<file path="src/u8dec_pkg.sv">
// ============================================================================
// u8dec_pkg: shared types and constants for the UTF-8 byte stream decoder
// Byte class constants, status codes and the result record.
// ============================================================================
package u8dec_pkg;

    localparam int BYTE_W  = 8;
    localparam int CP_W    = 16;
    localparam int LEN_W   = 2;
    localparam int STAT_W  = 2;
    localparam int PART_W  = 10;

    // Padded widths of the stream data buses
    localparam int IN_TDATA_W  = 8;
    localparam int OUT_TDATA_W = 24;

    typedef logic [STAT_W-1:0] status_t;

    localparam status_t STATUS_OK        = 2'd0;
    localparam status_t STATUS_BAD_LEAD  = 2'd1;
    localparam status_t STATUS_BAD_CONT  = 2'd2;

    localparam logic [BYTE_W-1:0] CONT_MASK  = 8'hC0;
    localparam logic [BYTE_W-1:0] CONT_MATCH = 8'h80;

    typedef struct packed {
        status_t           status;
        logic [LEN_W-1:0]  seq_len;
        logic [CP_W-1:0]   code_point;
    } result_t;

endpackage

</file>
<file path="src/utf8_byte_stream_decoder.sv">
// ============================================================================
// utf8_byte_stream_decoder: one-byte-per-clock UTF-8 decoder (1 to 3 bytes) while the skid stage is free
// The result of the byte that completes a sequence (or triggers an error) is
// registered in the output register, or in the skid register if that is held.
// Throughput: one byte per cycle while the skid is empty (decode/update is
// combinational); a two-entry output stage absorbs one stalled result.
// Reset (rst_n low, asynchronous): decoder idle, no partial sequence, output
// and skid stages empty.
// ============================================================================
module utf8_byte_stream_decoder (
    input  logic                                clk,
    input  logic                                rst_n,
    // slave side: [7:0] in_byte
    input  logic                                s_axis_tvalid,
    output logic                                s_axis_tready,
    input  logic [u8dec_pkg::IN_TDATA_W-1:0]    s_axis_tdata,
    // master side: [15:0] code_point, [17:16] seq_len, [23:18] zero
    output logic                                m_axis_tvalid,
    input  logic                                m_axis_tready,
    output logic [u8dec_pkg::OUT_TDATA_W-1:0]   m_axis_tdata,
    // master side: [1:0] status
    output logic [u8dec_pkg::STAT_W-1:0]        m_axis_tuser
);

    import u8dec_pkg::*;

    // Sequence state
    logic [1:0]        bytes_pending_reg, bytes_pending_next;
    logic [PART_W-1:0] partial_reg, partial_next;
    logic [LEN_W-1:0]  seq_total_reg, seq_total_next;

    // Output register and skid register
    logic    out_valid_reg;
    result_t out_reg;
    logic    skid_valid_reg;
    result_t skid_reg;

    logic        in_accept;
    logic        out_fire;
    logic        has_result;
    result_t     new_result;
    logic [7:0]  in_byte;
    logic        is_cont;

    assign in_byte   = s_axis_tdata[7:0];
    assign is_cont   = (in_byte & CONT_MASK) == CONT_MATCH;

    // Accept whenever the skid stage is free: the output register may still
    // hold a result the downstream has not taken yet.
    assign s_axis_tready = !skid_valid_reg;
    assign in_accept     = s_axis_tvalid && s_axis_tready;
    assign out_fire      = out_valid_reg && m_axis_tready;

    // ------------------------------------------------------------------
    // Byte decode and sequence state update
    // ------------------------------------------------------------------
    always_comb
    begin
        bytes_pending_next = bytes_pending_reg;
        partial_next       = partial_reg;
        seq_total_next     = seq_total_reg;
        has_result         = 1'b0;
        new_result         = '0;

        if (bytes_pending_reg == 2'd0)
        begin
            case (in_byte) inside
                [8'h00:8'h7F]:
                begin
                    // plain ASCII: emit right away
                    has_result            = 1'b1;
                    new_result.code_point = {8'h00, 1'b0, in_byte[6:0]};
                    new_result.seq_len    = 2'd1;
                    new_result.status     = STATUS_OK;
                end
                [8'hC0:8'hDF]:
                begin
                    // two-byte lead: keep the low five bits
                    partial_next       = {5'd0, in_byte[4:0]};
                    bytes_pending_next = 2'd1;
                    seq_total_next     = 2'd2;
                end
                [8'hE0:8'hEF]:
                begin
                    // three-byte lead: keep the low four bits
                    partial_next       = {6'd0, in_byte[3:0]};
                    bytes_pending_next = 2'd2;
                    seq_total_next     = 2'd3;
                end
                default:
                begin
                    // stray continuation or four-byte-and-up lead: drop
                    has_result        = 1'b1;
                    new_result.status = STATUS_BAD_LEAD;
                    partial_next      = '0;
                    seq_total_next    = '0;
                end
            endcase
        end
        else if (!is_cont)
        begin
            // broken sequence: drop it and the offending byte, back to idle
            has_result         = 1'b1;
            new_result.status  = STATUS_BAD_CONT;
            bytes_pending_next = 2'd0;
            partial_next       = '0;
            seq_total_next     = '0;
        end
        else if (bytes_pending_reg == 2'd1)
        begin
            // last continuation: sequence complete
            has_result            = 1'b1;
            new_result.code_point = {partial_reg, in_byte[5:0]};
            new_result.seq_len    = seq_total_reg;
            new_result.status     = STATUS_OK;
            bytes_pending_next    = 2'd0;
            partial_next          = '0;
            seq_total_next        = '0;
        end
        else
        begin
            // middle continuation: shift in six more bits
            partial_next       = {partial_reg[3:0], in_byte[5:0]};
            bytes_pending_next = bytes_pending_reg - 2'd1;
        end
    end

    always_ff @(posedge clk or negedge rst_n)
    begin
        if (!rst_n)
        begin
            bytes_pending_reg <= 2'd0;
            partial_reg       <= '0;
            seq_total_reg     <= '0;
        end
        else if (in_accept)
        begin
            bytes_pending_reg <= bytes_pending_next;
            partial_reg       <= partial_next;
            seq_total_reg     <= seq_total_next;
        end
    end

    // ------------------------------------------------------------------
    // Output register with skid stage
    // ------------------------------------------------------------------
    always_ff @(posedge clk or negedge rst_n)
    begin
        if (!rst_n)
        begin
            out_valid_reg  <= 1'b0;
            skid_valid_reg <= 1'b0;
        end
        else if (skid_valid_reg)
        begin
            // no intake here; advance the skid entry once the output drains
            if (out_fire)
            begin
                skid_valid_reg <= 1'b0;
            end
        end
        else if (in_accept && has_result)
        begin
            if (out_valid_reg && !out_fire)
            begin
                skid_valid_reg <= 1'b1;
            end
            else
            begin
                out_valid_reg <= 1'b1;
            end
        end
        else if (out_fire)
        begin
            out_valid_reg <= 1'b0;
        end
    end

    // Payload: no reset needed
    always_ff @(posedge clk)
    begin
        if (skid_valid_reg)
        begin
            if (out_fire)
            begin
                out_reg <= skid_reg;
            end
        end
        else if (in_accept && has_result)
        begin
            if (out_valid_reg && !out_fire)
            begin
                skid_reg <= new_result;
            end
            else
            begin
                out_reg <= new_result;
            end
        end
    end

    assign m_axis_tvalid = out_valid_reg;
    assign m_axis_tdata  = {{(OUT_TDATA_W-CP_W-LEN_W){1'b0}}, out_reg.seq_len,
                            out_reg.code_point};
    assign m_axis_tuser  = out_reg.status;

endmodule
</file>
<file path="config.mk">
export PLATFORM = sky130hd
export DESIGN_NAME = utf8_byte_stream_decoder
export DESIGN_NICKNAME = d
export VERILOG_FILES = /design/src/u8dec_pkg.sv /design/src/utf8_byte_stream_decoder.sv
export SDC_FILE = /design/constraint.sdc
export NUM_CORES = 1
export LEC_CHECK = 0
export BUFFER_PORTS_ARGS = -buffer_cell sky130_fd_sc_hd__clkbuf_2
export CAP_MARGIN = 20
export CORE_MARGIN = 2
export CORE_UTILIZATION = 25
export DETAILED_ROUTE_END_ITERATION = 16
export PLACE_DENSITY = 0.44
export SETUP_SLACK_MARGIN = 0.05
export SLEW_MARGIN = 10
export SYNTH_ARGS = -nofsm -noshare
export SYNTH_HDL_FRONTEND = slang
export SYNTH_SLANG_ARGS = --single-unit
</file>
<file path="constraint.sdc">
create_clock -name clk -period 2.3 [get_ports clk]
set_input_delay 0.575 -clock clk [delete_from_list [all_inputs] [get_ports clk]]
set_output_delay 0.575 -clock clk [all_outputs]
set_load 0.02 [all_outputs]
</file>
# Word-level counts from Yosys, hierarchy flattened
# Index checks and enable logic that the tools add are counted.
[totals] regBits=56 latch_bits=0 ram_bits=0 romBits=0 input_bits=12 output_inout_bits=28 word_cells=88 memories=0
[op_classes] addsub=1 n_mul=0 div=0 order_cmp=6 eq_ne=8 shift=0 mux=43 bitwise=1 n_reduce_logical=18
[ops] cell="20-bit two-way mux" n=5
[ops] cell="10-bit two-way mux" n=4
[ops] cell="18-bit two-way mux" n=2
[ops] cell="2-bit two-way mux" n=13
[ops] cell="17-bit two-way mux" n=1
[ops] cell="8-bit >= comparator, second input constant" n=2
[ops] cell="8-bit <= comparator, second input constant" n=2
[ops] cell="1-bit two-way mux" n=16
[ops] cell="3-bit AND reduction" n=5
[ops] cell="8-bit by 1-bit >= comparator with 1-bit output, second input constant" n=1
[ops] cell="8-bit by 7-bit <= comparator with 1-bit output, second input constant" n=1
[ops] cell="1-bit logical AND" n=7
[ops] cell="2-bit inequality test, second input constant" n=3
[ops] cell="3-bit by 1-bit inequality test with 1-bit output, second input constant" n=2
[ops] cell="5-bit two-way mux" n=1
[ops] cell="4-bit two-way mux" n=1
[ops] cell="2-bit nonzero test" n=2
[ops] cell="2-bit by 1-bit == test with 1-bit output, second input constant" n=1
[ops] cell="2-bit == test, second input constant" n=1
[ops] cell="1-bit zero test" n=2
[ops] cell="2-bit zero test" n=1
[ops] cell="2-bit by 1-bit inequality test with 1-bit output, second input constant" n=1
[ops] cell="2-bit AND reduction" n=1
[ops] cell="2-bit by 1-bit subtractor with 2-bit output, second input constant" n=1
[ops] cell="1-bit inverter" n=1

# Longest topological paths before layout
[depth] depth_word=9 depth_mapped=7

# Worst setup path after synthesis
# No wires, ideal clock.
[synth_path] path_kind="input to register" startpoint="input port s_axis_tdata[7] (netlist name)" endpoint="register out_reg, in the netlist m_axis_tdata[0], enable pin" setup_ns=0.404 arrival_ns=2.172 required_ns=1.896 path_slack_ns=-0.276 stages=5 path_buffers=1 cell_sequence="buf_2 -> nor4b_2 -> nor2_1 -> nand2_1 -> a21oi_1"
[synth_between] elab_chain_len=9
[synth_lines] item="from (decl)" line="utf8_byte_stream_decoder.sv:16" text="input logic [u8dec_pkg::IN_TDATA_W-1:0] s_axis_tdata,"
[synth_lines] item="8-bit >= comparator (no source line) or 8-bit <= comparator (tied branches)"
[synth_lines] item="1-bit logical AND (no source line)"
[synth_lines] item="1-bit two-way mux (3 in series)" line="utf8_byte_stream_decoder.sv:67" text="case (in_byte) inside"
[synth_lines] item="1-bit two-way mux *" line="utf8_byte_stream_decoder.sv:65" text="if (bytes_pending_reg == 2'd0)"
[synth_lines] item="1-bit logical AND *" line="utf8_byte_stream_decoder.sv:189" text="else if (in_accept && has_result)"
[synth_lines] item="2-bit nonzero test (no source line) *"
[synth_lines] item="3-bit AND reduction (no source line) *"
[synth_lines] item="to (signal assigned)" line="utf8_byte_stream_decoder.sv:186" text="out_reg <= skid_reg;"
[synth_lines] item="to (signal assigned)" line="utf8_byte_stream_decoder.sv:197" text="out_reg <= new_result;"
[synth_lines] item="to (decl)" line="utf8_byte_stream_decoder.sv:34" text="result_t out_reg;"
# Mark *: on every way between the ends. The rest lies on a longest branch, timed or not.
# A chain may end at the register's enable or synchronous reset.

==> flow_metrics.py <==
metrics = {
    "sta": {
        "tns_ps": 0,
        "finalHoldViolCount": 0,
        "slew_violations": 0,
        "max_freq_mhz": 494.8,
        "setup_violations": 0,
        "fin_crit_sh_pct": 87.86,
        "finClkSkew_ps": 4.127,
        "min_period_ps": 2021,
        "rsz0062_at_grt": "false",
        "setup_slack_ps": 279.2,
    },
    "routing": {
        "drtPass1Iterations": 4,
        "wirelength_microns": 4815,
        "drt-vias-per-instance": 4.160,
        "drt_iter0_drc": 86,
        "ant_nets": 0,
        "drc": 0,
        "wl_per_cell_microns": 13.49,
        "vias": 1485,
    },
    "logic_synthesis": {
        "synthFlopType": "edfxtp_1",
        "synth_compound_area_share_pct": 7.501,
        "avgSynthCellArea_sq_um": 13.42,
        "syn-instance-count": 184,
        "synth_top_family_by_area": "simple AND/OR/NAND/NOR gates",
        "synthAdderAreaFrac_pct": 1.014,
        "synth.area.mux_share_pct": 9.275,
        "ys_types": 34,
        "synthesis.area_sq_um": 2469,
        "ys_seq_elements": 56,
        "ys_warn_count": 0,
        "synth-seq-area-share_pct": 64.88,
        "synthXorXnorAreaFrac_pct": 0,
        "synth-edff-count": 40,
        "synth-simple-area-share_pct": 12.82,
        "async_reset_ff_share_pct": 28.57,
    },
    "place": {
        "gp_congestion": 0.7742,
        "place_ws_ps": 305.6,
        "dp_cells": 349,
        "dp_hpwl_microns": 3344,
        "port_buffers": 33,
    },
    "grt": {
        "grt_use_total_pct": 9.569,
        "grt_pass1_vias": 1504,
        "overflow": 0,
        "grt_max_degree": 22,
        "grt_first_pass_wirelength_microns": 7734,
        "antenna_found_initial": 0,
    },
    "worst_setup_path": {
        "cp-end-kind": "flop",
        "path_class": "reg2reg",
        "slowest_delay_ps": 380,
        "worstSetupStartpointType": "flop",
        "cp_data_arrival_time_ps": 2080,
        "worst-path-max-fanout": 8,
        "r2r_slack_ps": 280,
        "slowest_stage": "dfrtp_1",
        "crit_required_ps": 2360,
        "path_cells": "inv_1 -> ha_1 -> nor2b_2 -> or2_1 -> and2_1 -> mux2_2",
    },
    "finish": {
        "n_fill_cell": 991,
        "num_antenna_cells": 0,
        "layout.cells.non_filler": 357,
        "finish.utilization_pct": 29.88,
        "drive_gt1_share_pct": 31.25,
        "num-nets-final": 237,
        "layout_commonest_cell": "edfxtp_1",
        "syn_to_final_growth_pct": 17.23,
        "mostFrequentLayoutCells": "edfxtp_1 (40), clkbuf_2 (33), nand2_1 (19), mux2_2 (19)",
        "largest_reg_flops": 20,
    },
    "cts": {
        "numCtsBuffers": 5,
        "clk-insertion-delay-late_ps": 300,
        "path_clk_slew_ps": 100,
        "ctsLongestPathBuffers": 2,
        "ctsResizeCount": 0,
        "cts_tree": "done",
        "clock-root-buffer": "clkbuf_8",
        "hold_buffers": 0,
        "htreeDepth": 2,
        "post_cts.repair.setup_buffers": 0,
        "cts_sinks": 56,
    },
    "power_and_ir_drop": {
        "power_density_nw_per_um2": 1125,
        "ir_worst_vdd_v": 0.0002817,
        "p_leak_uw": 0.001195,
    },
    "die": {
        "core-area_sq_um": 9684,
        "fp.dieH_microns": 103.4,
        "ios": 40,
        "die_x_microns": 103.4,
        "start_util_pct": 25.49,
        "row_count": 36,
        "dieArea_sq_um": 10690,
    },
    "flow_run": {
        "cap_viol_max_count": 0,
    },
    "outcome": {
        "outcome": "finished, final reports clean",
    },
    "min_path": {
        "hold_path_class": "in2async",
    },
}
## cells by family after synthesis
logic type,count (synthesis)
and+or+nand+nor,56
buffers and inverters,21
muxes,20
adders and majority gates,2
other,1
AOI/OAI and AO/OA,28
DFF,56
## routing by layer
layer	track usage, %	vias up	share of wire, %
met5	0	-	0
met4	4.555	0	1.6
met3	2.352	6	3.7
met2	15.83	34	50
met1	11.72	722	45
li1	-	723	-
## report_power, final
group / switching, uW / internal [uW]
Combinational: 721 / 468
Clock: 310 / 212
Sequential: 112 / 1430
Total: 1140 / 2110
## cell usage after synthesis, types with 3 or more instances
master    count  share of area (%)
a21oi_1       4               0.81
nand2_1      19                2.9
buf_4         6                1.8
dfrtp_1      16                 16
and2_1       16                4.1
and3_1        3               0.76
inv_1         8                1.2
o21ai_0       9                1.8
a21o_1        3               0.91
a22o_1        6                2.1
buf_2         4               0.81
mux2_2       19                8.7
edfxtp_1     40                 49
nor2_1        6               0.91
## through the flow
stage,power (uW),area [sq um],hold WS (ps)
after floorplan,2376,2491,279.4
after global placement,2791,2810,449.0
after detailed placement,2785,2810,452.3
after CTS,3324,2894,195.1
after global routing,3488,2894,210.1
final,3256,2894,192.3
## worst max-delay path, delay by kind of cell, from the launching register on
kind	cells	cell delay [ps]
mux	1	260
flops	1	380
fa+ha+maj	1	320
buf+inv	1	70
simple gates	3	760
## cell type report
type	count	area (sq um)	area share, %
flip-flops and latches	56	1602	55.34
multi-input cells	112	782.0	27.02
repair buffers	40	230.2	7.955
well taps	133	166.4	5.750
clock buffers	6	72.57	2.508
inverters	8	30.03	1.038
clock inverters	2	11.26	0.3891
## worst paths after layout
check	from	to	cells after the start
min reg2reg	partial_reg[4]	partial_reg[4]	2
min in group clk	partial_reg[4]	partial_reg[4]	2
max	bytes_pending_reg[0]	m_axis_tdata[5]	6
max reg2reg	bytes_pending_reg[0]	m_axis_tdata[5]	6
min	rst_n	partial_reg[6]	1
max in group asynchronous	rst_n	partial_reg[0]	1
Power figures use the tool's default switching activity.
